[config.mk]
export PLATFORM = sky130hd
export DESIGN_NAME = pidsd_back
export DESIGN_NICKNAME = d
export VERILOG_FILES = /design/src/hdl/pidsd_pkg.sv /design/src/hdl/pidsd_back.sv
export SDC_FILE = /design/constraint.sdc
export NUM_CORES = 2
export LEC_CHECK = 0
export ABC_AREA = 1
export BUFFER_PORTS_ARGS = -buffer_cell sky130_fd_sc_hd__buf_2
export CAP_MARGIN = 15
export CORE_MARGIN = 3
export CORE_UTILIZATION = 35
export CTS_CLUSTER_SIZE = 30
export DETAILED_ROUTE_END_ITERATION = 12
export HOLD_SLACK_MARGIN = 0.15
export SLEW_MARGIN = 25
export SYNTH_ARGS = -nofsm -noshare
export SYNTH_HDL_FRONTEND = slang
export SYNTH_SLANG_ARGS = --single-unit
[constraint.sdc]
create_clock -name clk -period 7.1 [get_ports clk]
set_input_delay 0 -clock clk [delete_from_list [all_inputs] [get_ports clk]]
set_output_delay 0 -clock clk [all_outputs]
set_load 0.005 [all_outputs]
[src/hdl/pidsd_pkg.sv]
// Shared types, register codes, reset values and saturation helper for the PID step block.
package pidsd_pkg;

    localparam int unsigned SIG_W = 32;
    localparam int unsigned MAG_W = 31;
    localparam int unsigned GAIN_W = 16;
    localparam int unsigned DER_W = 33;
    localparam int unsigned CFG_IDX_W = 3;

    localparam logic signed [SIG_W-1:0] SIG_MAX = 32'sh7FFF_FFFF;
    localparam logic signed [SIG_W-1:0] SIG_MIN = 32'sh8000_0000;

    // Register indexes on the configuration port
    localparam logic [CFG_IDX_W-1:0] CFG_KP = 3'd0;
    localparam logic [CFG_IDX_W-1:0] CFG_KI = 3'd1;
    localparam logic [CFG_IDX_W-1:0] CFG_KD = 3'd2;
    localparam logic [CFG_IDX_W-1:0] CFG_INT_ZONE = 3'd3;
    localparam logic [CFG_IDX_W-1:0] CFG_INT_LIMIT = 3'd4;
    localparam logic [CFG_IDX_W-1:0] CFG_ERR_THR = 3'd5;
    localparam logic [CFG_IDX_W-1:0] CFG_DER_THR = 3'd6;
    localparam logic [CFG_IDX_W-1:0] CFG_MIN_DRIVE = 3'd7;

    typedef struct packed {
        logic signed [SIG_W-1:0] target;
        logic signed [SIG_W-1:0] measured;
        logic [MAG_W-1:0]        max_speed;
    } in_word_t;

    typedef struct packed {
        logic signed [SIG_W-1:0] speed;
        logic                    active;
    } out_word_t;

    typedef struct packed {
        logic [GAIN_W-1:0] kp;
        logic [GAIN_W-1:0] ki;
        logic [GAIN_W-1:0] kd;
        logic [MAG_W-1:0]  integral_zone;
        logic [MAG_W-1:0]  integral_limit;
        logic [MAG_W-1:0]  error_threshold;
        logic [MAG_W-1:0]  derivative_threshold;
        logic [MAG_W-1:0]  min_drive;
    } cfg_t;

    localparam cfg_t CFG_RESET = '{
        kp:                   16'd11520,
        ki:                   16'd0,
        kd:                   16'd38400,
        integral_zone:        31'd655360,
        integral_limit:       31'h7FFF_FFFF,
        error_threshold:      31'd6554,
        derivative_threshold: 31'd7,
        min_drive:            31'd131072
    };

    // One classified step handed from the front to the back
    typedef struct packed {
        logic                    active;
        logic signed [SIG_W-1:0] err;
        logic signed [SIG_W-1:0] integral;
        logic signed [DER_W-1:0] deriv;
        logic [MAG_W-1:0]        max_speed;
    } work_t;

    // Saturate a 33-bit signed value to the signed 32-bit range
    function automatic logic signed [SIG_W-1:0] sat33(input logic signed [SIG_W:0] v);
        logic signed [SIG_W-1:0] r;
        if (v[SIG_W] != v[SIG_W-1])
        begin
            r = v[SIG_W] ? SIG_MIN : SIG_MAX;
        end
        else
        begin
            r = v[SIG_W-1:0];
        end
        return r;
    endfunction

endpackage

[src/hdl/pidsd_back.sv]
// Back end: gain products, scaling and saturation, speed clamp and minimum drive.
module pidsd_back (
    input  logic                 clk,
    input  logic                 rst_n,
    input  pidsd_pkg::cfg_t      cfg,
    input  logic                 q_empty,
    input  pidsd_pkg::work_t     pop_data,
    output logic                 pop,
    output logic                 out_valid,
    input  logic                 out_stall,
    output pidsd_pkg::out_word_t out_data
);
    import pidsd_pkg::*;

    localparam int unsigned PE_W = GAIN_W + 1 + SIG_W;
    localparam int unsigned PD_W = GAIN_W + 1 + DER_W;
    localparam int unsigned ACC_W = PD_W + 1;
    localparam int unsigned SH_W = ACC_W - 8;

    // Stage 1: products
    logic                    s1_valid_reg, s1_valid_next;
    logic signed [PE_W-1:0]  s1_p_reg, s1_i_reg;
    logic signed [PD_W-1:0]  s1_d_reg;
    logic                    s1_active_reg;
    logic [MAG_W-1:0]        s1_lim_reg;

    // Stage 2: scaled and saturated sum
    logic                    s2_valid_reg, s2_valid_next;
    logic signed [SIG_W-1:0] s2_speed_reg;
    logic                    s2_active_reg;
    logic [MAG_W-1:0]        s2_lim_reg;

    // Stage 3: output register
    logic                    out_valid_reg, out_valid_next;
    out_word_t               out_data_reg;

    logic                    out_adv, s2_adv, s1_adv;
    logic signed [PE_W-1:0]  prod_p, prod_i;
    logic signed [PD_W-1:0]  prod_d;
    logic signed [ACC_W-1:0] acc;
    logic signed [SH_W-1:0]  acc_sh;
    logic signed [SIG_W-1:0] acc_sat;
    logic signed [SIG_W:0]   spd33, lim33, md33, clamped;
    logic signed [SIG_W:0]   driven;

    assign out_adv = !out_valid_reg || !out_stall;
    assign s2_adv = !s2_valid_reg || out_adv;
    assign s1_adv = !s1_valid_reg || s2_adv;
    assign pop = !q_empty && s1_adv;

    assign out_valid = out_valid_reg;
    assign out_data = out_data_reg;

    always_comb
    begin
        prod_p = $signed({1'b0, cfg.kp}) * pop_data.err;
        prod_i = $signed({1'b0, cfg.ki}) * pop_data.integral;
        prod_d = $signed({1'b0, cfg.kd}) * pop_data.deriv;

        // Floor divide by 256 is an arithmetic shift
        acc = ACC_W'(s1_p_reg) + ACC_W'(s1_i_reg) + ACC_W'(s1_d_reg);
        acc_sh = acc[ACC_W-1:8];
        if ((&acc_sh[SH_W-1:SIG_W-1]) || !(|acc_sh[SH_W-1:SIG_W-1]))
        begin
            acc_sat = acc_sh[SIG_W-1:0];
        end
        else
        begin
            acc_sat = acc_sh[SH_W-1] ? SIG_MIN : SIG_MAX;
        end

        spd33 = {s2_speed_reg[SIG_W-1], s2_speed_reg};
        lim33 = {2'b00, s2_lim_reg};
        md33 = {2'b00, cfg.min_drive};
        priority if (spd33 > lim33)
        begin
            clamped = lim33;
        end
        else if (spd33 < -lim33)
        begin
            clamped = -lim33;
        end
        else
        begin
            clamped = spd33;
        end
        priority if (clamped > 0 && clamped < md33)
        begin
            driven = md33;
        end
        else if (clamped < 0 && clamped > -md33)
        begin
            driven = -md33;
        end
        else
        begin
            driven = clamped;
        end

        s1_valid_next = s1_adv ? pop : s1_valid_reg;
        s2_valid_next = s2_adv ? s1_valid_reg : s2_valid_reg;
        out_valid_next = out_adv ? s2_valid_reg : out_valid_reg;
    end

    always_ff @(posedge clk or negedge rst_n)
    begin
        if (!rst_n)
        begin
            s1_valid_reg <= 1'b0;
            s2_valid_reg <= 1'b0;
            out_valid_reg <= 1'b0;
        end
        else
        begin
            s1_valid_reg <= s1_valid_next;
            s2_valid_reg <= s2_valid_next;
            out_valid_reg <= out_valid_next;
        end
    end

    always_ff @(posedge clk)
    begin
        if (s1_adv)
        begin
            s1_p_reg <= prod_p;
            s1_i_reg <= prod_i;
            s1_d_reg <= prod_d;
            s1_active_reg <= pop_data.active;
            s1_lim_reg <= pop_data.max_speed;
        end
        if (s2_adv)
        begin
            s2_speed_reg <= acc_sat;
            s2_active_reg <= s1_active_reg;
            s2_lim_reg <= s1_lim_reg;
        end
        if (out_adv)
        begin
            out_data_reg.speed <= s2_active_reg ? driven[SIG_W-1:0] : '0;
            out_data_reg.active <= s2_active_reg;
        end
    end

endmodule

==> impl_metrics.tcl <==
set metrics [dict create \
    status "finished clean" \
    cp_slowest_stage_delay_ns 0.63 \
    synth_area_per_cell_um2 8.24 \
    grtUsageTotal_pct 18.7 \
    dieArea_mm2 0.215 \
    max-slew-margin-rel_pct 34.0 \
    critPathKind "input port to flop" \
    cts_root_buf "clkbuf_16" \
    vias_per_cell 4.72 \
    fp-row-count 167 \
    largest_register_ffs 50 \
    yosys_warnings 0 \
    syn-cell-area_mm2 0.0733 \
    synth_ff_type "edfxtp_1" \
    slew_viol_final 0 \
    grt_max_degree 78 \
    r2r_slack_ns 0.72 \
    required_ns 7.43 \
    cts.sinks 280 \
    hpwl_um 166000 \
    finalSetupTns_ns 0 \
    crit_path_start_kind "input port" \
    ys_ff_latch 280 \
    nets 11360 \
    vias 55656 \
    timing.critical_path.to_type "flop" \
    place.gp.congestion 0.921 \
    synth_common_cells "inv_1, nand2_1, fa_1" \
    synth-compound-area-share_pct 4.78 \
    drt_iter0_markers 3754 \
    wl_per_cell_um 16.8 \
    r2r_end "out_data[2]" \
    setup_viol 0 \
    hold_viol_final 0 \
    grt-ovfl-total 0 \
    synth_xor_area_share_pct 2.89 \
    clkTransAtPathRegs_ns 0.06 \
    syn_nets 11295 \
    reg2reg_depth 43 \
    h-tree-depth 1 \
    portBuffers 246 \
    synthAdderAreaFrac_pct 50.8 \
    io_pins 371 \
    die_height_um 464 \
    yosys.cell_types.count 54 \
    finalWirelength_um 198000 \
    cts_tree "yes" \
    cpMostUsedCell "nand2_1" \
    yosysTopAreaCell "fa_1" \
    skew_ns 0.0160 \
    drive_above_1_share_pct 4.67 \
    antenna_left 0 \
    muxShareOfSynthArea_pct 0.0136 \
    die_w_um 464 \
    synth-edff-count 277 \
    initial_core_util_pct 35.3 \
    first_pass_iters 6 \
    synth_top_cell_area_share_pct 41.8 \
    crit_end "s1_d_reg[44]" \
    worst_pin_slew_ns 0.989 \
    post-route-drc-count 0 \
    core_mm2 0.208 \
    fin_crit_sh_pct 90.6 \
    cts_max_path_buffers 3 \
    crit_start "pop_data[31]" \
    synth_seq_area_share_pct 11.4 \
    fillCellCount 21220 \
    crit_fanout 16 \
    synth_area_leaders "fa_1, inv_1, edfxtp_1" \
    synthArstFlopShare_pct 1.07 \
    grt_pass1_vias 60501 \
    worstPathArrival_ns 6.76 \
    cap_violations 0 \
    hold_class "input port to flop" \
    numCtsBuffers 31 \
    timing.fmax_mhz 155 \
    grt_pass1_wl_um 326000 \
    clock_latency_ns 0.58 \
    critPathSlowestCell "dlygate4sd3_1" \
    period_needed_ns 6.43 \
    rsz0062_at_grt "no" \
    synth_top_family_by_area "adder cells" \
    synth_most_common_cell "inv_1" \
    syn_to_final_growth_pct 8.03 \
    antenna_found_initial 17 \
    synthCells 8900 \
    reg2reg_from "s2_lim_reg[2]" \
    synth_simple_gate_area_share_pct 14.7 \
]
[kinds of logic after synthesis]
kind of cell / Yosys count
adder cells (fa/ha/maj): 2059
AO/OA/AOI/OAI: 636
multiplexers: 1
AND/OR/NAND/NOR: 2705
XOR/XNOR: 242
flip-flops: 280
buffers and inverters: 2977
[critical path: cells and delay by family]
family,cells,cell delay [ns]
and+or+nand+nor,8,0.76
buffers and inverters,7,1.28
adders and majority gates,7,2.99
xor gates and xnor gates,1,0.15
AOI/OAI and AO/OA,6,1.58
[through the flow]
step	area, um2	utilization (%)	std cells	hold WS, ns	setup slack [ns]
after detailed placement	77200	37.2	11622	-0.202	0.317
after global placement	77200	37.2	11622	-0.205	0.474
after floorplan	73300	-	8900	-0.296	0.350
final	79200	38.1	11783	0.170	0.665
after global routing	79200	38.1	11782	0.154	0.00546
after CTS	79200	38.1	11774	0.153	0.503
[worst min path at each step]
| stage | cells past startpoint | slack, ns | from | to |
|---|---|---|---|---|
| 2_1_floorplan | 0 | -0.30 | rst_n | out_valid |
| 3_3_place_gp | 1 | -0.21 | rst_n | out_valid |
| 3_5_place_dp | 1 | -0.20 | rst_n | s1_valid_reg |
| 4_1_cts | 2 | 0.15 | pop_data[22] | s1_lim_reg[22] |
| 5_1_grt | 2 | 0.15 | pop_data[20] | s1_lim_reg[20] |
| 6_report | 2 | 0.17 | pop_data[22] | s1_lim_reg[22] |
[per-layer routing]
layer | global-route usage, % | up-vias | share of wire (%)
met1 | 25.2 | 27820 | 43
met2 | 32.3 | 1618 | 49
met3 | 1.84 | 299 | 5.5
met5 | 0 | - | 0.031
li1 | - | 25911 | -
met4 | 4.76 | 8 | 2.8
[what timing repair did]
item / CTS / global route
buffers inserted: 0 / 2
hold endpoints to repair: 107 / 0
hold buffers: 96 / 0
gates resized for setup: 0 / 4
setup endpoints to repair: 0 / 31
[cell type report]
cell class	count	area (um2)	area share (%)
Multi-Input combinational cell	5643	53700	67.8
Inverter	2580	9690	12.2
Sequential cell	280	8390	10.6
Tap cell	2788	3490	4.40
Timing Repair Buffer	429	2890	3.64
Clock buffer	42	847	1.07
Clock inverter	14	183	0.231
Antenna cell	7	17.5	0.0221
[cell usage in the layout (no fill, tap or decap), drive strengths merged, types with 8 or more instances in the layout]
cell	count
nand2	2153
nand3	148
o21a	18
fa	1530
ha	529
xnor2	75
edfxtp	277
o221ai	12
nand3b	22
a21oi	343
xor2	167
a31oi	51
a211oi	9
clkbuf	42
nand4	55
dlygate4sd3	96
o21ai	151
nor4	8
nor2	283
inv	2582
o211ai	20
buf	333
nor3	33
Power is not shown: default switching activity piles up to over one toggle a cycle in this logic, so the estimate is an artifact.
