===== src/hdl/pidsd_pkg.sv =====
// Shared types, register codes, reset values and saturation helper for the PID step block.
package pidsd_pkg;

    localparam int unsigned SIG_W = 32;
    localparam int unsigned MAG_W = 31;
    localparam int unsigned GAIN_W = 16;
    localparam int unsigned DER_W = 33;
    localparam int unsigned CFG_IDX_W = 3;

    localparam logic signed [SIG_W-1:0] SIG_MAX = 32'sh7FFF_FFFF;
    localparam logic signed [SIG_W-1:0] SIG_MIN = 32'sh8000_0000;

    // Register indexes on the configuration port
    localparam logic [CFG_IDX_W-1:0] CFG_KP = 3'd0;
    localparam logic [CFG_IDX_W-1:0] CFG_KI = 3'd1;
    localparam logic [CFG_IDX_W-1:0] CFG_KD = 3'd2;
    localparam logic [CFG_IDX_W-1:0] CFG_INT_ZONE = 3'd3;
    localparam logic [CFG_IDX_W-1:0] CFG_INT_LIMIT = 3'd4;
    localparam logic [CFG_IDX_W-1:0] CFG_ERR_THR = 3'd5;
    localparam logic [CFG_IDX_W-1:0] CFG_DER_THR = 3'd6;
    localparam logic [CFG_IDX_W-1:0] CFG_MIN_DRIVE = 3'd7;

    typedef struct packed {
        logic signed [SIG_W-1:0] target;
        logic signed [SIG_W-1:0] measured;
        logic [MAG_W-1:0]        max_speed;
    } in_word_t;

    typedef struct packed {
        logic signed [SIG_W-1:0] speed;
        logic                    active;
    } out_word_t;

    typedef struct packed {
        logic [GAIN_W-1:0] kp;
        logic [GAIN_W-1:0] ki;
        logic [GAIN_W-1:0] kd;
        logic [MAG_W-1:0]  integral_zone;
        logic [MAG_W-1:0]  integral_limit;
        logic [MAG_W-1:0]  error_threshold;
        logic [MAG_W-1:0]  derivative_threshold;
        logic [MAG_W-1:0]  min_drive;
    } cfg_t;

    localparam cfg_t CFG_RESET = '{
        kp:                   16'd11520,
        ki:                   16'd0,
        kd:                   16'd38400,
        integral_zone:        31'd655360,
        integral_limit:       31'h7FFF_FFFF,
        error_threshold:      31'd6554,
        derivative_threshold: 31'd7,
        min_drive:            31'd131072
    };

    // One classified step handed from the front to the back
    typedef struct packed {
        logic                    active;
        logic signed [SIG_W-1:0] err;
        logic signed [SIG_W-1:0] integral;
        logic signed [DER_W-1:0] deriv;
        logic [MAG_W-1:0]        max_speed;
    } work_t;

    // Saturate a 33-bit signed value to the signed 32-bit range
    function automatic logic signed [SIG_W-1:0] sat33(input logic signed [SIG_W:0] v);
        logic signed [SIG_W-1:0] r;
        if (v[SIG_W] != v[SIG_W-1])
        begin
            r = v[SIG_W] ? SIG_MIN : SIG_MAX;
        end
        else
        begin
            r = v[SIG_W-1:0];
        end
        return r;
    endfunction

endpackage


===== src/hdl/pidsd_queue.sv =====
// Short FIFO of classified steps between the front and the back.
module pidsd_queue #(
    parameter int unsigned DEPTH = 4
) (
    input  logic             clk,
    input  logic             rst_n,
    input  logic             push,
    input  pidsd_pkg::work_t push_data,
    output logic             full,
    input  logic             pop,
    output pidsd_pkg::work_t pop_data,
    output logic             empty
);
    import pidsd_pkg::*;

    localparam int unsigned PTR_W = (DEPTH > 1) ? $clog2(DEPTH) : 1;
    localparam int unsigned CNT_W = $clog2(DEPTH + 1);

    work_t             mem_reg [DEPTH];
    logic [PTR_W-1:0]  wr_ptr_reg, wr_ptr_next;
    logic [PTR_W-1:0]  rd_ptr_reg, rd_ptr_next;
    logic [CNT_W-1:0]  count_reg, count_next;
    logic              do_push;
    logic              do_pop;

    assign full = (count_reg == CNT_W'(DEPTH));
    assign empty = (count_reg == '0);
    assign do_push = push && !full;
    assign do_pop = pop && !empty;
    assign pop_data = mem_reg[rd_ptr_reg];

    always_comb
    begin
        wr_ptr_next = wr_ptr_reg;
        rd_ptr_next = rd_ptr_reg;
        count_next = count_reg;
        if (do_push)
        begin
            wr_ptr_next = (wr_ptr_reg == PTR_W'(DEPTH - 1)) ? '0 : wr_ptr_reg + 1'b1;
        end
        if (do_pop)
        begin
            rd_ptr_next = (rd_ptr_reg == PTR_W'(DEPTH - 1)) ? '0 : rd_ptr_reg + 1'b1;
        end
        if (do_push && !do_pop)
        begin
            count_next = count_reg + 1'b1;
        end
        else if (do_pop && !do_push)
        begin
            count_next = count_reg - 1'b1;
        end
    end

    always_ff @(posedge clk or negedge rst_n)
    begin
        if (!rst_n)
        begin
            wr_ptr_reg <= '0;
            rd_ptr_reg <= '0;
            count_reg <= '0;
        end
        else
        begin
            wr_ptr_reg <= wr_ptr_next;
            rd_ptr_reg <= rd_ptr_next;
            count_reg <= count_next;
        end
    end

    always_ff @(posedge clk)
    begin
        if (do_push)
        begin
            mem_reg[wr_ptr_reg] <= push_data;
        end
    end

endmodule


===== config.mk =====
export PLATFORM = sky130hd
export DESIGN_NAME = pidsd_queue
export DESIGN_NICKNAME = d
export VERILOG_FILES = /design/src/hdl/pidsd_pkg.sv /design/src/hdl/pidsd_queue.sv
export SDC_FILE = /design/constraint.sdc
export NUM_CORES = 1
export LEC_CHECK = 0
export ABC_AREA = 0
export ABC_CLOCK_PERIOD_IN_PS = 19910
export CAP_MARGIN = 20
export CORE_ASPECT_RATIO = 1.2
export CORE_MARGIN = 2
export CORE_UTILIZATION = 50
export CTS_CLUSTER_DIAMETER = 120
export DETAILED_ROUTE_END_ITERATION = 10
export DONT_BUFFER_PORTS = 1
export PLACE_DENSITY_LB_ADDON = 0.12
export SYNTH_ARGS = -nofsm -noshare
export SYNTH_HDL_FRONTEND = slang
export SYNTH_SLANG_ARGS = --single-unit

===== constraint.sdc =====
create_clock -name clk -period 19.91 [get_ports clk]
set_input_delay 3.982 -clock clk [delete_from_list [all_inputs] [get_ports clk]]
set_output_delay 3.982 -clock clk [all_outputs]
set_load 0.05 [all_outputs]

==> impl_metrics.csv, run 1 <==
group,metric,value,unit
synth,yosys.area_share.xor_xnor,0.00138,
setup_path,reg2reg_depth,6,
setup_path,critPathLaunchType,"register",
synth,synthMuxAreaShare,0.155,
clock_network,cts_root_buf,"clkbuf_16",
min_path,hold_depth,1,
timing,period_minus_slack,7.12,ns
clock_network,clock_path_buffers,3,
grt,grt_pass1_vias,7842,
min_path,hp-start,"count_reg[2]",
clock_network,cts_resized,0,
floorplan,core_area,0.0377,sq mm
cells_and_area,drive_gt1_frac,0.283,
grt,grt_max_degree,76,
setup_path,r2r_slack,16.56,ns
cells_and_area,syn2layout_area_growth,11.2,%
cells_and_area,nets,890,
timing,slew_viol_final,0,
floorplan,initial_core_util,0.506,
grt,antenna_found_initial,0,
clock_network,cts-hold-fix-buffers,0,
synth,synth_seq_cells,523,
grt,track_usage,0.167,
synth,yosys_warnings,0,
floorplan,chipWidth,182,microns
setup_path,reg2reg_from,"count_reg[2]",
synth,synth_top_family_by_area,"multiplexers",
min_path,min_to,"count_reg[2]",
placement,gp_congestion,0.703,
setup_path,crit_fanout,47,
clock_network,clock_sinks,523,
run,maxCapViolCount,0,
setup_path,rr_endpoint,"mem_reg[2][20]",
timing,setup_viol,0,
timing,max_freq,140,MHz
clock_network,cts.htree.levels,2,
setup_path,worstSetupPathType,"reg2out",
cells_and_area,nFillCells,2722,
setup_path,crit_required,15.93,ns
min_path,hold_class,"reg2reg",
synth,ys_seq_area_frac,0.822,
clock_network,numCtsBuffers,50,
drt,drtPass1Iterations,4,
drt,num_vias,7334,
setup_path,end_kind,"primary output",
floorplan,chipHeight,218,microns
grt,grt_pass1_wl,48900,microns
clock_network,cts_tree,"done",
drt,detail-route-antenna-nets,0,
drt,routed_wl,33000,microns
synth,syn_area,0.0191,sq mm
timing,slew_headroom,0.296,
timing,period_share,0.358,
timing,rsz0062_at_grt,"false",
timing,clock_skew,0.00947,ns
synth,synthAdderAreaFrac,0.00499,
synth,synth_compound_area_frac,0.00105,
cells_and_area,diodes,0,
placement,hpwl,19500,microns
floorplan,num_io_pins,264,
synth,syn_area_per_cell,26.8,sq um
clock_network,path_clk_slew,0.06,ns
drt,vias_per_cell,5.79,
drt,wl_per_cell,26.0,microns
placement,port-buffer-count,0,
synth,syn-instance-count,711,
synth,yosys.area_share.simple,0.00328,
synth,syn_nets,851,
clock_network,post_cts_buffers,0,
grt,grt-ovfl-total,0,
timing,tightest_slew,1.05,ns
floorplan,rows,78,
setup_path,arrival,3.14,ns
synth,yosysUniqueCellTypes,22,
floorplan,die_area,0.0397,sq mm
timing,tns,0,ns
timing,hold_viol,0,
status,status,"finished, final reports clean",
drt,drt_iter0_markers,433,
clock_network,clock_latency,0.56,ns
drt,drc,0,
cells_and_area,largest_reg_flops,516,
worst max-delay path by stage:
stage / from / endpoint / slack [ns] / cells after the start
final: rd_ptr_reg[0] / pop_data[80] / 12.79 / 2
after global routing: rd_ptr_reg[0] / pop_data[80] / 12.51 / 2
after CTS: rd_ptr_reg[0] / pop_data[115] / 12.57 / 2
after detailed placement: rd_ptr_reg[0] / pop_data[73] / 13.17 / 2
after global placement: rd_ptr_reg[0] / pop_data[106] / 13.23 / 2
after floorplan: push / mem_reg[3][0] / 9.85 / 2
critical path, stage by stage, from the launching register on:
cell	delay (ns)
dfrtp_4	0.86
buf_4	0.83
mux4_2	0.78
layer usage:
| metal | up-vias | wire length [microns] | GRT usage |
|---|---|---|---|
| met5 | - | 0 | 0 |
| met4 | 0 | 614 | 0.0481 |
| met3 | 47 | 3660 | 0.0803 |
| met2 | 244 | 17000 | 0.281 |
| met1 | 3881 | 11700 | 0.191 |
| li1 | 3162 | - | - |
cell usage in the layout (no fill, tap or decap), types with 3 or more instances in the layout:
cell	Yosys	layout
edfxtp_1	516	516
mux4_2	129	129
clkbuf_16	0	53
clkbuf_1	1	12
clkinv_1	0	11
buf_4	3	11
clkinv_2	0	10
ha_1	6	6
dfrtp_1	7	5
mux2_2	4	4
inv_1	3	3
and2_4	0	3
buf_16	0	3
cell usage after synthesis:
| cell type | number | area [sq um] |
|---|---|---|
| xor2_1 | 2 | 17.5 |
| nor3b_2 | 1 | 12.5 |
| a21o_1 | 1 | 7.51 |
| nor3_1 | 2 | 10.0 |
| clkbuf_1 | 1 | 3.75 |
| buf_1 | 3 | 11.3 |
| fa_1 | 1 | 20.0 |
| mux2_2 | 4 | 45.0 |
| dfrtp_1 | 7 | 175 |
| buf_6 | 11 | 124 |
| edfxtp_1 | 516 | 15500 |
| buf_4 | 3 | 22.5 |
| buf_2 | 11 | 55.1 |
| inv_1 | 3 | 11.3 |
| o31ai_2 | 1 | 12.5 |
| and2_1 | 3 | 18.8 |
| nand2_1 | 1 | 3.75 |
| nor2_1 | 3 | 11.3 |
| xnor2_1 | 1 | 8.76 |
| nor2b_1 | 1 | 6.26 |
| mux4_2 | 129 | 2910 |
| ha_1 | 6 | 75.1 |
area by class of cell:
type                       count  area [sq um]  share of cell area
clock inverter                24           168             0.00791
multi-input combinational    156          3170               0.150
sequential                   523         15700               0.740
timing repair buffer          16           196             0.00927
clock buffer                  65          1370              0.0647
tap                          480           601              0.0283
inverter                       3          11.3            0.000531
metrics by stage:
step	hold WS, ns	worst slack (ns)	instances	utilization	cell area, sq um
detailed placement	0.529	13.17	1174	0.519	19600
CTS	0.546	12.57	1263	0.560	21100
finish	0.539	12.79	1267	0.563	21200
floorplan	0.493	9.85	711	-	19100
global placement	0.516	13.23	1173	0.519	19500
global route	0.567	12.51	1267	0.563	21200
cells by family (layout without fill, tap and decap cells):
family | after synthesis | count (layout)
AO/OA/AOI/OAI | 2 | 2
AND/OR/NAND/NOR | 11 | 11
multiplexers | 133 | 133
adder cells (fa/ha/maj) | 7 | 7
XOR/XNOR | 3 | 3
flip-flops | 523 | 523
buffers and inverters | 32 | 108
Power of run 1 is not shown: default switching activity piles up to over one toggle a cycle in this logic, so the estimate is an artifact.
==> run 2, diff against run 1 <==
Settings changed: ABC_CLOCK_PERIOD_IN_PS 19910 to 5900.
Clock period 19.91 ns to 5.9 ns, I/O delays scaled along.
==> run 2 against run 1 <==
Register-to-register slack lost 14 ns. Die area is the same. Global-route usage grew 0.33 points. First-iteration DRC count grew 20%. Core utilization grew 0.32 points. Highest routed layer unchanged.
==> impl_metrics.csv, run 2 (synthesis gave the netlist of run 1 again) <==
group,metric,value,unit
status,status,"finished, final reports clean",
cells_and_area,syn2layout_area_growth,11.9,%
drt,routed_wl,33500,microns
floorplan,core_area,0.0377,sq mm
setup_path,crit_family,"flip-flops",
cells_and_area,most-common-layout-cells,"edfxtp_1 (516), mux4_2 (129), clkbuf_16 (53), clkinv_2 (10), clkbuf_1 (10)",
timing,setup_viol,0,
setup_path,crit_fanout,58,
setup_path,reg2reg_depth,4,
grt,grt_pass1_wl,50000,microns
clock_network,clock_path_buffers,3,
clock_network,cts_resized,0,
drt,detail-route-antenna-nets,0,
placement,hpwl,19200,microns
timing,tightest_slew,1.14,ns
setup_path,r2r_slack,2.87,ns
setup_path,crit_slowest_cell,"dfrtp_4",
timing,period_minus_slack,4.00,ns
timing,max_freq,250,MHz
drt,wl_per_cell,26.5,microns
clock_network,cts.htree.levels,2,
grt,grt-ovfl-total,0,
cells_and_area,final_common_cell,"edfxtp_1",
floorplan,chipWidth,182,microns
timing,period_share,0.678,
drt,top_layer,"met4",
floorplan,initial_core_util,0.506,
setup_path,worstSetupPathType,"reg2out",
drt,routedLengthMet1,12700,microns
timing,hold_viol,0,
setup_path,crit_required,4.72,ns
cells_and_area,nets,884,
placement,port-buffer-count,0,
setup_path,crit_start,"rd_ptr_reg[0]",
drt,wl_met3,3520,microns
floorplan,num_io_pins,264,
drt,drt_iter0_markers,521,
timing,rsz0062_at_grt,"false",
setup_path,cpPeakStageDelay,0.95,ns
timing,slew_viol_final,0,
min_path,hold_class,"in2async",
setup_path,rr_endpoint,"mem_reg[0][33]",
setup_path,end_kind,"primary output",
drt,vias_per_cell,5.90,
floorplan,chipHeight,218,microns
grt,antenna_found_initial,0,
placement,gp_congestion,0.703,
setup_path,arrival,2.82,ns
cells_and_area,largest_reg_flops,516,
timing,slew_headroom,0.239,
clock_network,numCtsBuffers,50,
cells_and_area,drive_gt1_frac,0.288,
drt,wl_met2,16500,microns
clock_network,cts-hold-fix-buffers,0,
grt,grt_pass1_vias,7826,
cells_and_area,diodes,0,
clock_network,post_cts_buffers,0,
clock_network,cts_root_buf,"clkbuf_16",
setup_path,crit_end,"pop_data[66]",
setup_path,cp_num_cells,2,
drt,num_vias,7469,
floorplan,rows,78,
setup_path,reg2reg_from,"count_reg[0]",
drt,drtPass1Iterations,4,
clock_network,cts_tree,"done",
setup_path,crit_buf_inv,1,
clock_network,clock_latency,0.56,ns
setup_path,critPathLaunchType,"register",
setup_path,path_cells,"buf_12 -> mux4_2",
timing,tns,0,ns
run,maxCapViolCount,0,
floorplan,die_area,0.0397,sq mm
clock_network,path_clk_slew,0.06,ns
drt,drc,0,
grt,track_usage,0.170,
clock_network,clock_sinks,523,
grt,grt_max_degree,72,
timing,clock_skew,0.0115,ns
[run 2: changes by cell type in the layout (fill, tap and decap cells not counted)]
cell,previous run,this run
clkinv_1,11,9
buf_4,11,4
clkinvlp_4,0,3
buf_16,3,0
buf_12,1,6
clkbuf_1,12,10
buf_6,1,0
clkinv_4,0,1
bufinv_16,2,7
[run 2: worst register-to-register path: stages (launching register included)]
cell and delay (ns):
dfrtp_1 0.47, nor3b_2 0.96, nor2b_1 0.32, and2_4 0.53
buf_12 0.36
[run 2: how the worst min path moves through the flow]
stage / to / cells past startpoint
2_1_floorplan: count_reg[2] / 1
3_3_place_gp: count_reg[2] / 1
3_5_place_dp: count_reg[2] / 1
4_1_cts: rd_ptr_reg[1] / 0
5_1_grt: wr_ptr_reg[0] / 0
6_report: wr_ptr_reg[0] / 0
[run 2: metal layers]
metal  global-route usage  vias to the layer above
li1                     -                     3150
met1                0.213                     3990
met2                0.271                      275
met3               0.0746                       54
met4               0.0524                        0
met5                    0                        -
[run 2: cell type report]
class / instances / area [sq um]
multi-input cells: 156 / 3170
clock buffers: 63 / 1360
inverters: 3 / 11.3
repair buffers: 10 / 150
flip-flops and latches: 523 / 15700
fillers: 2669 / 16400
clock inverters: 31 / 342
well taps: 480 / 601
[run 2: through the flow]
stage,hold slack (ns),utilization,instance area (sq um),cells,setup slack [ns]
after detailed placement,0.533,0.521,19600,1172,2.39
after CTS,0.275,0.566,21300,1266,1.76
after global placement,0.514,0.521,19600,1172,2.41
final,0.306,0.566,21300,1266,1.90
after floorplan,0.493,-,19100,711,0.879
after global routing,0.276,0.566,21300,1266,1.65
Power of run 2 is left out for the same reason.
==> run 3, diff against run 2 <==
Settings changed: ABC_AREA 0 to 1, ABC_CLOCK_PERIOD_IN_PS 5900 to 4040.
Clock period 5.9 ns to 4.04 ns, I/O delays scaled along.
==> run 3 against run 2 <==
Via count grew 51%. Sequential cell count is the same. Cell count grew 70%. Synthesized area grew 12%. Setup slack lost 1.1 ns. Die area grew 12%.
==> impl_metrics.csv, run 3 <==
group,metric,value,unit
cells_and_area,most-common-layout-cells,"edfxtp_1 (516), nand2_1 (402), inv_1 (273), o211ai_1 (158), o211ai_2 (100)",
placement,placedInstanceArea,0.0219,sq mm
timing,setup_viol,0,
synth,yosysUniqueCellTypes,17,
drt,routed_wl,42700,microns
synth,yosysMostFrequentCell,"edfxtp_1",
synth,yosys_warnings,0,
setup_path,cp_num_cells,4,
power_and_ir_drop,power_density,864,mW/mm^2
setup_path,arrival,2.45,ns
synth,synth.area.top_cells,"edfxtp_1 (72%), nand2_1 (7.1%), o211ai_2 (5.9%), o211ai_1 (5.5%), inv_1 (4.8%)",
setup_path,cpPeakStageDelay,0.62,ns
floorplan,core_area,0.0425,sq mm
synth,yosysTopAreaCellShare,0.725,
clock_network,clock_path_buffers,3,
grt,grt-ovfl-total,0,
setup_path,crit_required,3.23,ns
cells_and_area,nets,1696,
floorplan,rows,83,
cells_and_area,syn2layout_area_growth,9.81,%
timing,period_share,0.805,
drt,wl_per_cell,19.9,microns
synth,dominantRegCellSynth,"edfxtp_1",
clock_network,cts_resized,0,
setup_path,path_cells,"inv_6 -> buf_4 -> o211ai_2 -> nand2_1",
min_path,hold_class,"in2reg",
clock_network,cts_tree,"done",
cells_and_area,fin_area,0.0235,sq mm
setup_path,crit_slowest_cell,"buf_4",
setup_path,critPathLaunchType,"register",
floorplan,chipHeight,231,microns
synth,syn-instance-count,1567,
synth,syn_area_per_cell,13.6,sq um
cells_and_area,final_common_cell,"edfxtp_1",
timing,hold_viol,0,
timing,period_minus_slack,3.25,ns
synth,ys_seq_area_frac,0.733,
floorplan,chipWidth,193,microns
setup_path,end_kind,"primary output",
synth,yosysTopAreaCell,"edfxtp_1",
setup_path,reg2reg_depth,5,
placement,hpwl,24900,microns
floorplan,die_area,0.0444,sq mm
timing,tightest_slew,0.786,ns
setup_path,worstSetupPathType,"reg2out",
clock_network,clock_latency,0.57,ns
floorplan,initial_core_util,0.503,
setup_path,crit_family,"buffers and inverters",
drt,detail-route-antenna-nets,0,
clock_network,numCtsBuffers,51,
cells_and_area,nFillCells,3447,
drt,drc,0,
timing,rsz0062_at_grt,"false",
synth,synth_edf_count,516,
clock_network,cts_root_buf,"clkbuf_16",
drt,num_vias,11286,
timing,max_freq,307,MHz
power_and_ir_drop,worst_ir_drop_vdd,0.529,mV
clock_network,cts.htree.levels,2,
floorplan,num_io_pins,264,
synth,syn_area,0.0214,sq mm
synth,async_reset_ff_frac,0.0134,
drt,drt_iter0_markers,577,
synth,syn_nets,1707,
grt,grt_pass1_wl,64400,microns
timing,clock_skew,0.00893,ns
grt,track_usage,0.193,
min_path,hold_depth,0,
drt,vias_per_cell,5.25,
drt,drtPass1Iterations,4,
synth,synth_top_cells_by_count,"edfxtp_1 (516), nand2_1 (402), inv_1 (274)",
clock_network,path_clk_slew,0.06,ns
clock_network,clock_sinks,523,
setup_path,crit_fanout,55,
synth,synth_seq_cells,523,
cells_and_area,largest_reg_flops,516,
placement,gp_congestion,0.793,
grt,grt_pass1_vias,11256,
timing,slew_headroom,0.476,
power_and_ir_drop,power.total,0.0203,W
power_and_ir_drop,cellLeakagePower,8.87,nW
cells_and_area,diodes,0,
timing,slew_viol_final,0,
grt,antenna_found_initial,0,
status,status,"finished, final reports clean",
grt,grt_max_degree,120,
run,maxCapViolCount,0,
setup_path,crit_buf_inv,2,
placement,port-buffer-count,0,
cells_and_area,drive_gt1_frac,0.124,
==> run 3: cell count changes after synthesis, sizes merged, moves of 7 or more <==
cell    change
clkbuf     +12
inv       +271
nand3       +7
buf        +46
nand2     +401
o211ai    +258
mux4      -129
==> run 3: kinds of logic (layout without fill, tap and decap cells) <==
kind of cell	Yosys count	count (layout)	share of synthesized area
XOR/XNOR	1	1	0.000410
AND/OR/NAND/NOR	416	416	0.0735
buffers and inverters	361	391	0.0746
AO/OA/AOI/OAI	259	259	0.114
adder cells (fa/ha/maj)	7	7	0.00445
flip-flops	523	523	0.733
==> run 3: worst paths after layout <==
path | start | endpoint | slack, ns
setup / recovery | rd_ptr_reg[1] | pop_data[65] | 0.79
max in group asynchronous | rst_n | rd_ptr_reg[0] | 3.17
hold / removal | push_data[126] | mem_reg[1][126] | 0.32
setup reg to reg | count_reg[0] | mem_reg[2][25] | 1.67
min in group asynchronous | rst_n | count_reg[1] | 0.58
hold reg to reg | count_reg[2] | count_reg[2] | 0.52
==> run 3: final cells by class <==
type,instances,area [sq um],area share
sequential,523,15700,0.668
multi-input combinational,683,4150,0.177
clock buffer,68,1400,0.0597
inverter,274,1030,0.0440
tap,552,691,0.0294
timing repair buffer,23,338,0.0144
clock inverter,26,190,0.00810
==> run 3: metrics by stage <==
step / std cells / setup WS, ns / setup TNS [ns] / hold WS (ns) / util
6_report: 2149 / 0.786 / 0 / 0.323 / 0.553
5_1_grt: 2149 / 0.652 / 0 / 0.283 / 0.553
4_1_cts: 2149 / 0.727 / 0 / 0.281 / 0.553
3_5_place_dp: 2054 / 1.37 / 0 / 0.506 / 0.515
3_3_place_gp: 2054 / 1.37 / 0 / 0.479 / 0.515
2_1_floorplan: 1567 / -0.757 / -390.50 / 0.463 / -
==> run 3: routing by layer <==
layer | routed length (microns) | GRT usage | vias to the layer above
li1 | - | - | 5429
met1 | 17200 | 0.237 | 5477
met2 | 20900 | 0.321 | 315
met3 | 3540 | 0.0642 | 65
met4 | 1080 | 0.0604 | 0
met5 | 0 | 0 | -
==> run 3: power breakdown <==
part           internal (W)  switching [W]  leakage [nW]
logic               0.00143        0.00690          3.27
clock network       0.00262        0.00190         0.787
registers           0.00713       0.000313          4.81
==> run 3: repair_timing <==
action / CTS / global route
hold endpoints to repair: 7 / 0
hold buffers: 1 / 0
setup buffers: 0 / 0
No activity file was read; power rests on OpenSTA's default activity.
