--- src/hdl/pidsd_pkg.sv ---
// Shared types, register codes, reset values and saturation helper for the PID step block.
package pidsd_pkg;

    localparam int unsigned SIG_W = 32;
    localparam int unsigned MAG_W = 31;
    localparam int unsigned GAIN_W = 16;
    localparam int unsigned DER_W = 33;
    localparam int unsigned CFG_IDX_W = 3;

    localparam logic signed [SIG_W-1:0] SIG_MAX = 32'sh7FFF_FFFF;
    localparam logic signed [SIG_W-1:0] SIG_MIN = 32'sh8000_0000;

    // Register indexes on the configuration port
    localparam logic [CFG_IDX_W-1:0] CFG_KP = 3'd0;
    localparam logic [CFG_IDX_W-1:0] CFG_KI = 3'd1;
    localparam logic [CFG_IDX_W-1:0] CFG_KD = 3'd2;
    localparam logic [CFG_IDX_W-1:0] CFG_INT_ZONE = 3'd3;
    localparam logic [CFG_IDX_W-1:0] CFG_INT_LIMIT = 3'd4;
    localparam logic [CFG_IDX_W-1:0] CFG_ERR_THR = 3'd5;
    localparam logic [CFG_IDX_W-1:0] CFG_DER_THR = 3'd6;
    localparam logic [CFG_IDX_W-1:0] CFG_MIN_DRIVE = 3'd7;

    typedef struct packed {
        logic signed [SIG_W-1:0] target;
        logic signed [SIG_W-1:0] measured;
        logic [MAG_W-1:0]        max_speed;
    } in_word_t;

    typedef struct packed {
        logic signed [SIG_W-1:0] speed;
        logic                    active;
    } out_word_t;

    typedef struct packed {
        logic [GAIN_W-1:0] kp;
        logic [GAIN_W-1:0] ki;
        logic [GAIN_W-1:0] kd;
        logic [MAG_W-1:0]  integral_zone;
        logic [MAG_W-1:0]  integral_limit;
        logic [MAG_W-1:0]  error_threshold;
        logic [MAG_W-1:0]  derivative_threshold;
        logic [MAG_W-1:0]  min_drive;
    } cfg_t;

    localparam cfg_t CFG_RESET = '{
        kp:                   16'd11520,
        ki:                   16'd0,
        kd:                   16'd38400,
        integral_zone:        31'd655360,
        integral_limit:       31'h7FFF_FFFF,
        error_threshold:      31'd6554,
        derivative_threshold: 31'd7,
        min_drive:            31'd131072
    };

    // One classified step handed from the front to the back
    typedef struct packed {
        logic                    active;
        logic signed [SIG_W-1:0] err;
        logic signed [SIG_W-1:0] integral;
        logic signed [DER_W-1:0] deriv;
        logic [MAG_W-1:0]        max_speed;
    } work_t;

    // Saturate a 33-bit signed value to the signed 32-bit range
    function automatic logic signed [SIG_W-1:0] sat33(input logic signed [SIG_W:0] v);
        logic signed [SIG_W-1:0] r;
        if (v[SIG_W] != v[SIG_W-1])
        begin
            r = v[SIG_W] ? SIG_MIN : SIG_MAX;
        end
        else
        begin
            r = v[SIG_W-1:0];
        end
        return r;
    endfunction

endpackage

--- src/hdl/pidsd_front.sv ---
// Front end: error, settle decision, integral and derivative state update per accepted word.
module pidsd_front (
    input  logic               clk,
    input  logic               rst_n,
    input  logic               in_valid,
    output logic               in_stall,
    input  pidsd_pkg::in_word_t in_data,
    input  pidsd_pkg::cfg_t    cfg,
    input  logic               q_full,
    output logic               push,
    output pidsd_pkg::work_t   push_data
);
    import pidsd_pkg::*;

    logic signed [SIG_W-1:0] integral_reg, integral_next;
    logic signed [DER_W-1:0] deriv_reg, deriv_next;
    logic signed [SIG_W-1:0] prev_err_reg, prev_err_next;

    logic signed [SIG_W:0]   err_wide;
    logic signed [SIG_W-1:0] err;
    logic [SIG_W-1:0]        abs_err;
    logic [DER_W-1:0]        abs_der;
    logic                    active;
    logic signed [SIG_W-1:0] int_sat;
    logic signed [SIG_W:0]   int_pre;
    logic signed [SIG_W:0]   int_lim;
    logic signed [SIG_W-1:0] int_new;
    logic signed [DER_W-1:0] deriv_new;

    assign in_stall = q_full;
    assign push = in_valid && !q_full;

    always_comb
    begin
        err_wide = {in_data.target[SIG_W-1], in_data.target}
                 - {in_data.measured[SIG_W-1], in_data.measured};
        err = sat33(err_wide);
        abs_err = err[SIG_W-1] ? (~err + 1'b1) : err;
        abs_der = deriv_reg[DER_W-1] ? (~deriv_reg + 1'b1) : deriv_reg;
        active = (abs_err > {1'b0, cfg.error_threshold})
              || (abs_der > {2'b00, cfg.derivative_threshold});

        // Accumulate inside the zone, drop the sum outside it, then clamp
        int_sat = sat33({integral_reg[SIG_W-1], integral_reg} + {err[SIG_W-1], err});
        if (abs_err < {1'b0, cfg.integral_zone})
        begin
            int_pre = {int_sat[SIG_W-1], int_sat};
        end
        else
        begin
            int_pre = '0;
        end
        int_lim = {2'b00, cfg.integral_limit};
        priority if (int_pre > int_lim)
        begin
            int_new = int_lim[SIG_W-1:0];
        end
        else if (int_pre < -int_lim)
        begin
            int_new = SIG_W'(-int_lim);
        end
        else
        begin
            int_new = int_pre[SIG_W-1:0];
        end

        deriv_new = {err[SIG_W-1], err} - {prev_err_reg[SIG_W-1], prev_err_reg};

        integral_next = integral_reg;
        deriv_next = deriv_reg;
        prev_err_next = prev_err_reg;
        if (push)
        begin
            prev_err_next = err;
            integral_next = active ? int_new : '0;
            deriv_next = active ? deriv_new : '0;
        end

        push_data.active = active;
        push_data.err = err;
        push_data.integral = int_new;
        push_data.deriv = deriv_new;
        push_data.max_speed = in_data.max_speed;
    end

    always_ff @(posedge clk or negedge rst_n)
    begin
        if (!rst_n)
        begin
            integral_reg <= '0;
            deriv_reg <= '0;
            prev_err_reg <= '0;
        end
        else
        begin
            integral_reg <= integral_next;
            deriv_reg <= deriv_next;
            prev_err_reg <= prev_err_next;
        end
    end

endmodule

--- config.mk ---
export PLATFORM = sky130hd
export DESIGN_NAME = pidsd_front
export DESIGN_NICKNAME = d
export VERILOG_FILES = /design/src/hdl/pidsd_pkg.sv /design/src/hdl/pidsd_front.sv
export SDC_FILE = /design/constraint.sdc
export NUM_CORES = 1
export LEC_CHECK = 0
export ABC_AREA = 1
export BUFFER_PORTS_ARGS = -buffer_cell sky130_fd_sc_hd__buf_2
export CORE_ASPECT_RATIO = 1.1
export CORE_MARGIN = 5
export CORE_UTILIZATION = 25
export DETAILED_ROUTE_END_ITERATION = 12
export PLACE_DENSITY = 0.44
export RECOVER_POWER = 100
export SETUP_SLACK_MARGIN = 0.2
export SYNTH_ARGS = -nofsm -noshare
export SYNTH_HDL_FRONTEND = slang
export SYNTH_SLANG_ARGS = --single-unit
--- constraint.sdc ---
create_clock -name clk -period 9.6 [get_ports clk]
set_clock_uncertainty 0.2 [all_clocks]
set_input_delay 0.96 -clock clk [delete_from_list [all_inputs] [get_ports clk]]
set_output_delay 0.96 -clock clk [all_outputs]
set_load 0.03 [all_outputs]
==> key figures, run 1 <==
CTS
  – Sink Count: 97
  – CTS tree: done
  – Htree depth: 3
  – Clk_lat worst skew: 0.38 ns
  – Root buffer cell: clkbuf_16
  – Clock transition at path regs: 0.07 ns
  – Num CTS Buffers: 9
  – Max clock buf depth: 2
  – Cts-stage hold buffer count: 0

Logic synthesis
  – Sequential fraction of the synthesis area: 14.18%
  – Post-synth top cells: nand2_1 (704), inv_1 (444), ha_1 (255)
  – Post-synth EDFFs: 0
  – Yosys reg bits: 97
  – Synth warnings: 0
  – Syn nets: 3,314
  – Gate count after technology mapping: 2,754
  – Cell accounting for the most synthesized area: ha_1
  – Syn Area/Cell: 6.215 um^2
  – Ranking of synthesized cells by area: ha_1 (19%), nand2_1 (15%), dfrtp_1 (14%), inv_1 (9.7%), a21oi_1 (6.6%)
  – Post-synth top flop: dfrtp_1
  – Post-synth ARST share: 100.0%
  – Mapped cell area: 0.01712 mm^2
  – Post-synth cell types: 61
  – Top-count cell post-synth: nand2_1
  – Top cell type's share of synthesized area: 18.64%

Flow run
  – Max Cap Viol: 3

Cells and area
  – Final Net Count: 4,120
  – Non-Filler Instances: 4,483
  – Share of layout cells above drive strength 1: 35.10%
  – Max FFs per register: 33
  – # fillers: 7,596
  – Layout area overhead: 51.63%
  – Final instance area: 0.02595 mm^2

Placement
  – Post-DP Area: 0.02320 mm^2
  – Cell count after placement: 4,369
  – GP Congestion: 0.8820
  – Hpwl dp: 63.83 mm
  – PortBufs: 291
  – Post-place setup slack: -0.8082 ns

Floorplan
  – Ports: 433
  – # rows: 100
  – Initial core utilization: 25.24%
  – Die Width: 259.5 um
  – Die H: 284.4 um
  – Core area: 0.06782 mm^2
  – Die ar.: 0.07380 mm^2

Drt
  – Via-to-Cell Ratio: 4.524
  – Post-Route WL: 74.72 mm
  – Vias: 20,280
  – Initial DRC count: 938
  – Pre-antenna DRT Iters: 5
  – Residual DRC count: 0
  – Wirelength per Cell: 16.67 um
  – Routed Antenna Nets: 0

Status
  – Failing checks: max-capacitance violations, max-slew violations, negative setup slack
  – Status: complete, but fails checks

Global route
  – Largest net degree at the start of global routing: 75
  – Vias in the first global route: 20,350
  – First-pass GRT wire length: 112.4 mm
  – GRT Overall Usage: 19.34%
  – GRT overflow: 0
  – Initial antenna violation count: 2

Worst setup path
  – CP Launch Type: input port
  – Critical path type: input port to output port
  – WP data arrival: 8.65 ns
  – Cell mode on critical path: nand2_2
  – CP max stage cell: fa_2
  – Worst path required time: 8.44 ns
  – Max stage delay on crit path: 0.37 ns
  – Worst R2R Setup Slack: 3.57 ns
  – Maximum net fanout on the critical path: 8
  – CP endpoint kind: output port

Worst hold path
  – Min-Delay Path Class: register to register

STA
  – Max transition margin: -99.48%
  – Final setup viols: 32
  – Hold Fails Final Rpt: 0
  – Fin. max-slew vios: 175
  – RSZ-0062 raised after global routing: yes
  – Min Tclk post-route: 9.813 ns
  – Setup ws final: -0.2132 ns
  – Fmax: 101.9 MHz
  – Worst-Margin Slew: 2.992 ns
  – Final setup TNS: -4.318 ns
  – Tcrit/Tclk final: 102.2%
-- logic make-up after synthesis --
group | synth area share [%]
and+or+nand+nor | 31.29
buffers and inverters | 13.17
AOI/OAI and AO/OA | 16.02
adders and majority gates | 18.99
xor gates and xnor gates | 6.345
DFF | 14.18
-- path summary, 6_finish.rpt --
kind,from,end,depth (start not counted)
min in group asynchronous,rst_n,deriv_reg[26],1
worst min-delay path,prev_err_reg[25],prev_err_reg[25],2
worst max register to register,integral_reg[18],integral_reg[25],39
max in group asynchronous,rst_n,integral_reg[1],2
worst min register to register,prev_err_reg[25],prev_err_reg[25],2
worst max-delay path,in_data[63],push_data[65],59
-- per-layer routing --
metal	global-route usage [%]	wire (um)
met4	4.016	1503
met3	2.255	2730
met5	0	13
met2	34.55	36600
met1	25.08	33870
-- per-stage QoR --
| stage | util [%] | hold slack, ns |
|---|---|---|
| after floorplan | - | 0.2530 |
| after global placement | 34.22 | 0.2682 |
| after detailed placement | 34.22 | 0.2747 |
| after CTS | 36.80 | 0.2945 |
| after global routing | 38.26 | 0.3157 |
| final | 38.27 | 0.2887 |
-- final cells by class --
class / count / area [um^2] / share of cell area, %
antenna: 1 / 2.502 / 0.009643
clock buffer: 9 / 225.2 / 0.8678
clock inverter: 6 / 43.79 / 0.1687
inverter: 451 / 1729 / 6.663
multi-input combinational: 2112 / 13890 / 53.51
sequential: 97 / 2427 / 9.353
tap: 918 / 1149 / 4.426
timing repair buffer: 889 / 6489 / 25.00
-- worst max-delay path: cells and delay by family --
| kind | cells | cell delay, ns |
|---|---|---|
| simple gates | 31 | 2.94 |
| buf+inv | 14 | 1.83 |
| compound gates | 8 | 1.54 |
| fa+ha+maj | 5 | 1.23 |
| xor+xnor | 1 | 0.16 |
-- timing repair --
item	in CTS	in global routing
setup endpoints to repair	32	35
endpoints found under the hold margin	0	0
pin swaps	85	112
setup buffers	58	36
cloned	3	1
gates resized for setup	254	166
-- cell usage in the layout, fill, tap and decap left out, types with 19 or more instances in the layout --
cell,synthesis,layout
a21oi_2,2,43
nor3_1,40,33
nand2_1,704,622
nand2_4,5,26
a21oi_1,226,182
buf_4,37,552
ha_4,0,37
buf_2,11,245
nand4_1,72,72
o22ai_1,19,19
ha_1,255,214
xnor2_1,20,20
nor2_1,225,185
xor2_1,104,101
nand3_1,106,95
inv_1,444,415
nand2_2,29,89
dfrtp_1,97,97
inv_2,3,25
nor2_2,5,28
buf_6,4,51
o21ai_0,146,121
nor2_4,3,20
Power of run 1 is left out: the tool's default activity adds up to more than one toggle a clock period on the data nets, which glitch-free logic cannot reach.
==> inputs of run 2 (changes only) <==
CORE_MARGIN = unset   (was 5)
SKIP_LAST_GASP = 1   (was unset)
==> run 2 against run 1 <==
Net effect:
- the run still ends with max-capacitance violations, max-slew violations, negative setup slack left
- global-route usage up 0.72 points
- maximum frequency down 0.20%
- routed wire length down 3.2%
- sequential share of layout area up 0.089 points
- die area down 5.8%
- utilization down 0.29 points
- cell count down 0.69%
- first-iteration DRC count down 1.7%
- critical path depth down 1
- non-clock buffer count down 33
==> key figures, run 2 (same netlist as run 1, synthesis figures left out) <==
Cells and area
  – Most common cell after layout, fill and taps aside: nand2_1 (unchanged)
  – Layout area overhead: 50.19% (was 51.63%)
  – # fillers: 7,497 (was 7,596)
  – Antenna Cells: 0 (was 1)
  – Final Net Count: 4,089 (was 4,120)
  – Most frequent cells in the layout: nand2_1 (631), buf_4 (526), inv_1 (419) (was nand2_1 (622), buf_4 (552), inv_1 (415))
  – Final Core Density: 37.98% (was 38.27%)
  – Max FFs per register: 33 (unchanged)
  – Share of layout cells above drive strength 1: 34.30% (was 35.10%)

Worst hold path
  – Hold_sp: prev_err_reg[12] (was prev_err_reg[25])
  – Hold path depth: 2 (unchanged)
  – Hold EP: prev_err_reg[12] (was prev_err_reg[25])
  – Min-Delay Path Class: register to register (unchanged)

Global route
  – Largest net degree at the start of global routing: 98 (was 75)
  – Initial antenna violation count: 1 (was 2)
  – GRT Overall Usage: 20.05% (was 19.34%)
  – GRT overflow: 0 (unchanged)
  – Vias in the first global route: 19,750 (was 20,350)
  – First-pass GRT wire length: 108.3 mm (was 112.4 mm)

Drt
  – Met2 WL: 34.72 mm (was 36.60 mm)
  – Pre-antenna DRT Iters: 5 (unchanged)
  – DR top layer: met5 (unchanged)
  – Vias: 20,160 (was 20,280)
  – Residual DRC count: 0 (unchanged)
  – Wirelength per Cell: 16.25 um (was 16.67 um)
  – Routed Antenna Nets: 0 (unchanged)
  – Metal-1 WL: 33.31 mm (was 33.87 mm)
  – Initial DRC count: 922 (was 938)
  – Via-to-Cell Ratio: 4.529 (was 4.524)
  – Post-Route WL: 72.36 mm (was 74.72 mm)
  – Length of routed met3 wiring: 2.314 mm (was 2.730 mm)

STA
  – Final hold slack: 0.2874 ns (was 0.2887 ns)
  – Tcrit/Tclk final: 102.4% (was 102.2%)
  – Max transition margin: -87.54% (was -99.48%)
  – Fmax: 101.7 MHz (was 101.9 MHz)
  – Fin. max-slew vios: 100 (was 175)
  – Final setup TNS: -5.550 ns (was -4.318 ns)
  – Worst-Margin Slew: 2.813 ns (was 2.992 ns)
  – Hold Fails Final Rpt: 0 (unchanged)
  – RSZ-0062 raised after global routing: yes (unchanged)
  – Final setup viols: 32 (unchanged)
  – Min Tclk post-route: 9.833 ns (was 9.813 ns)
  – Setup ws final: -0.2331 ns (was -0.2132 ns)

Worst setup path
  – Worst path required time: 8.44 ns (about the same)
  – Worst R2R End: integral_reg[25] (unchanged)
  – Critical R2R Launch: integral_reg[17] (was integral_reg[18])
  – Reg2Reg Depth: 37 (was 39)
  – Max stage delay on crit path: 0.35 ns (was 0.37 ns)
  – WP data arrival: 8.67 ns (was 8.65 ns)
  – CP max stage cell: fa_2 (unchanged)
  – Maximum net fanout on the critical path: 7 (was 8)
  – Worst R2R Setup Slack: 3.52 ns (was 3.57 ns)
  – Cell mode on critical path: nand2_2 (unchanged)
  – CP endpoint kind: output port (unchanged)
  – CP Launch Type: input port (unchanged)
  – Critical path type: input port to output port (unchanged)

Floorplan
  – # rows: 100 (unchanged)
  – Die Width: 251.5 um (was 259.5 um)
  – Die H: 276.4 um (was 284.4 um)
  – Die ar.: 0.06951 mm^2 (was 0.07380 mm^2)
  – Ports: 433 (unchanged)
  – Core area: 0.06769 mm^2 (was 0.06782 mm^2)
  – Initial core utilization: 25.28% (was 25.24%)

CTS
  – Sink Count: 97 (unchanged)
  – Htree depth: 3 (unchanged)
  – Num CTS Buffers: 9 (unchanged)
  – Root buffer cell: clkbuf_16 (unchanged)
  – Clock transition at path regs: 0.07 ns (about the same)
  – CTS tree: done (unchanged)
  – Cts-stage hold buffer count: 0 (unchanged)
  – Clk_lat worst skew: 0.37 ns (was 0.38 ns)
  – Max clock buf depth: 2 (unchanged)

Flow run
  – Max Cap Viol: 2 (was 3)

Placement
  – GP Congestion: 0.8855 (was 0.8820)
  – Hpwl dp: 61.53 mm (was 63.83 mm)
  – PortBufs: 291 (unchanged)

Status
  – Failing checks: max-capacitance violations, max-slew violations, negative setup slack (unchanged)
  – Status: complete, but fails checks (unchanged)
-- run 2: cell types whose count changed in the layout (fill, tap and decap cells not counted), sizes merged, moves of 2 or more --
cell    previous run  this run
clkbuf            27        23
clkinv             7         4
inv              445       448
buf              871       843
nand2            740       742
-- run 2: critical path, delay by kind of cell --
kind                     cells  cell delay [ns]
adder cells (fa/ha/maj)      6             1.56
XOR/XNOR                     1             0.17
buffers and inverters       14             1.79
AO/OA/AOI/OAI                8             1.40
AND/OR/NAND/NOR             29             2.76
-- run 2: cell type report --
type,count,area [um^2],share of cell area [%]
multi-input cells,2114,13850,53.87
repair buffers,856,6251,24.32
flip-flops and latches,97,2427,9.443
inverters,451,1732,6.736
well taps,918,1149,4.468
clock buffers,10,229.0,0.8907
clock inverters,6,71.32,0.2774
-- run 2: repair_timing --
item                       in CTS  in global routing
gates cloned                    5                  8
setup endpoints to repair      32                 62
gates resized for setup       164                232
pin swaps                      34                 90
buffers inserted               34                 30
-- run 2: worst max path at each step --
stage	cells past startpoint	slack, ns	end	start
finish	58	-0.23	push_data[83]	in_data[63]
global route	58	-0.66	push_data[88]	in_data[63]
CTS	59	-0.21	push_data[87]	in_data[63]
detailed placement	56	-0.79	push_data[71]	in_data[63]
global placement	52	-0.76	push_data[71]	in_data[41]
floorplan	59	0.22	push_data[64]	in_data[63]
-- run 2: routing by layer --
layer	GRT usage [%]	up-vias
met1	26.07	9183
met2	35.00	385
met4	5.613	2
met3	1.770	79
li1	-	10510
met5	0	-
-- run 2: metrics by stage --
| step | std cells | setup WS, ns | instance area (um^2) |
|---|---|---|---|
| final | 4452 | -0.2331 | 25710 |
| after floorplan | 2754 | 0.2157 | 17360 |
| after global placement | 4359 | -0.7585 | 23100 |
| after global routing | 4452 | -0.6610 | 25710 |
| after CTS | 4414 | -0.2065 | 24300 |
| after detailed placement | 4359 | -0.7911 | 23100 |
Power of run 2 is left out for the same reason.
==> inputs of run 3 (changes only) <==
CORE_UTILIZATION = 51   (was 25)
PLACE_DENSITY = 0.79   (was 0.44)
==> run 3 against run 2 <==
Net effect:
- the run still ends with max-capacitance violations, max-slew violations, negative setup slack left
- non-clock buffer count fell by 15
- via count rose by 9.7%
- utilization rose by 38 points
- first-iteration DRC count rose by 99%
- global-route usage rose by 18 points
- sequential share of layout area rose by 0.16 points
- sequential cell count did not move
- clock-buffer cell count did not move
- cell count fell by 11%
- die area fell by 51%
- critical path type unchanged
- highest routed layer is now met4
==> key figures, run 3 (same netlist as run 1, synthesis figures left out) <==
Status
  – Status: complete, but fails checks (unchanged)
  – Failing checks: max-capacitance violations, max-slew violations, negative setup slack (unchanged)

Worst setup path
  – Worst R2R End: integral_reg[1] (was integral_reg[25])
  – CP max stage cell: ha_1 (was fa_2)
  – Reg2Reg Depth: 41 (was 37)
  – Maximum net fanout on the critical path: 22 (was 7)
  – Worst path required time: 8.44 ns (about the same)
  – WP data arrival: 8.79 ns (was 8.67 ns)
  – CP endpoint kind: output port (unchanged)
  – CP Launch Type: input port (unchanged)
  – Max stage delay on crit path: 0.34 ns (was 0.35 ns)
  – Critical R2R Launch: integral_reg[18] (was integral_reg[17])
  – Worst R2R Setup Slack: 3.28 ns (was 3.52 ns)
  – Critical path type: input port to output port (unchanged)

Floorplan
  – # rows: 70 (was 100)
  – Initial core utilization: 51.70% (was 25.28%)
  – Core area: 0.03311 mm^2 (was 0.06769 mm^2)
  – Die Width: 176.7 um (was 251.5 um)
  – Die H: 194.1 um (was 276.4 um)
  – Ports: 433 (unchanged)
  – Die ar.: 0.03430 mm^2 (was 0.06951 mm^2)

CTS
  – Root buffer cell: clkbuf_16 (unchanged)
  – Max clock buf depth: 2 (unchanged)
  – Sink Count: 97 (unchanged)
  – CTS tree: done (unchanged)
  – Num CTS Buffers: 9 (unchanged)
  – Htree depth: 3 (unchanged)
  – Clock transition at path regs: 0.07 ns (about the same)
  – Clk_lat worst skew: 0.37 ns (about the same)

Drt
  – Routed Antenna Nets: 0 (unchanged)
  – Via-to-Cell Ratio: 5.593 (was 4.529)
  – Initial DRC count: 1,831 (was 922)
  – Post-Route WL: 69.09 mm (was 72.36 mm)
  – Residual DRC count: 0 (unchanged)
  – Wirelength per Cell: 17.47 um (was 16.25 um)
  – Vias: 22,120 (was 20,160)
  – Pre-antenna DRT Iters: 6 (was 5)

Global route
  – Vias in the first global route: 21,500 (was 19,750)
  – GRT Overall Usage: 37.86% (was 20.05%)
  – Initial antenna violation count: 0 (was 1)
  – GRT overflow: 0 (unchanged)
  – Global Route met3 Usage: 6.216% (was 1.770%)
  – Largest net degree at the start of global routing: 69 (was 98)
  – GR Util met1: 45.34% (was 26.07%)
  – First-pass GRT wire length: 104.2 mm (was 108.3 mm)
  – GRT busiest layer: met2 (unchanged)
  – GR Layer Usage met2: 64.89% (was 35.00%)

STA
  – Tcrit/Tclk final: 103.6% (was 102.4%)
  – Worst-Margin Slew: 3.759 ns (was 2.813 ns)
  – Setup ws final: -0.3488 ns (was -0.2331 ns)
  – Fin. max-slew vios: 169 (was 100)
  – Hold Fails Final Rpt: 0 (unchanged)
  – Max transition margin: -150.6% (was -87.54%)
  – Final setup viols: 32 (unchanged)
  – Final setup TNS: -9.308 ns (was -5.550 ns)
  – RSZ-0062 raised after global routing: yes (unchanged)
  – Fmax: 100.5 MHz (was 101.7 MHz)
  – Min Tclk post-route: 9.949 ns (was 9.833 ns)

Flow run
  – Max Cap Viol: 3 (was 2)

Cells and area
  – Share of layout cells above drive strength 1: 34.84% (was 34.30%)
  – # fillers: 2,453 (was 7,497)
  – Antenna Cells: 0 (unchanged)
  – Most frequent cells in the layout: nand2_1 (621), buf_4 (492), inv_1 (415) (was nand2_1 (631), buf_4 (526), inv_1 (419))
  – Most common cell after layout, fill and taps aside: nand2_1 (unchanged)
  – Max FFs per register: 33 (unchanged)
  – Area of the multi-input gates: 0.01398 mm^2 (was 0.01385 mm^2)
  – Final Net Count: 4,077 (was 4,089)
  – Register area: 0.002427 mm^2 (unchanged)
  – Layout area overhead: 47.65% (was 50.19%)

Placement
  – Hpwl dp: 53.16 mm (was 61.53 mm)
  – Post-place setup slack: -0.9321 ns (was -0.7911 ns)
  – PortBufs: 291 (unchanged)
  – GP Congestion: 1.003 (was 0.8855)

Worst hold path
  – Hold EP: prev_err_reg[8] (was prev_err_reg[12])
  – Hold path depth: 2 (unchanged)
  – Min-Delay Path Class: register to register (unchanged)
  – Hold_sp: prev_err_reg[8] (was prev_err_reg[12])
-- run 3: cell types whose count changed in the layout (fill, tap and decap cells not counted), moves of 6 or more --
cell | before | now
nand2_1 | 631 | 621
buf_4 | 526 | 492
nor2_4 | 19 | 13
buf_6 | 48 | 62
a21oi_2 | 38 | 46
a21oi_1 | 187 | 178
-- run 3: routing by layer --
metal | share of wire (%) | up-vias | routed length [um]
met2 | 47 | 1095 | 32460
met1 | 39 | 10200 | 27020
li1 | - | 10510 | -
met3 | 8.4 | 317 | 5770
met4 | 5.6 | 0 | 3844
met5 | 0 | - | 0
-- run 3: what timing repair did --
action / 4_1_cts / 5_1_grt
buffers inserted: 69 / 27
pin swaps: 53 / 67
hold buffers: 0 / 0
endpoints found under the setup margin: 32 / 34
resized for setup: 293 / 163
cloned: 7 / 5
-- run 3: critical path: cells and delay by family --
kind,cells,cell delay [ns]
adders and majority gates,5,1.46
buffers and inverters,15,1.86
and+or+nand+nor,28,2.93
xor gates and xnor gates,1,0.24
AOI/OAI and AO/OA,9,1.32
-- run 3: cell type report --
cell class	instances	share of cell area (%)
multi-input combinational	2114	55.32
timing repair buffer	841	24.64
sequential	97	9.605
inverter	451	6.912
tap	432	2.139
clock buffer	10	0.9457
clock inverter	6	0.3416
timing repair inverter	3	0.09902
-- run 3: how the worst max path moves through the flow --
stage / from / endpoint / slack (ns) / cells after the start
5_1_grt: in_data[46] / push_data[79] / -0.72 / 55
2_1_floorplan: in_data[63] / push_data[64] / 0.22 / 59
3_5_place_dp: in_data[41] / push_data[69] / -0.93 / 53
6_report: in_data[40] / push_data[74] / -0.35 / 58
3_3_place_gp: in_data[41] / push_data[70] / -0.73 / 53
4_1_cts: in_data[63] / push_data[87] / -0.10 / 58
-- run 3: metrics by stage --
stage | cell area, um^2 | instances | hold WS (ns) | utilization (%)
global placement | 22160 | 3830 | 0.2672 | 66.94
detailed placement | 22160 | 3830 | 0.2725 | 66.94
CTS | 24250 | 3922 | 0.2889 | 73.26
global route | 25270 | 3954 | 0.3102 | 76.33
finish | 25270 | 3954 | 0.2896 | 76.33
floorplan | 17360 | 2754 | 0.2530 | -
Power of run 3 is left out for the same reason.
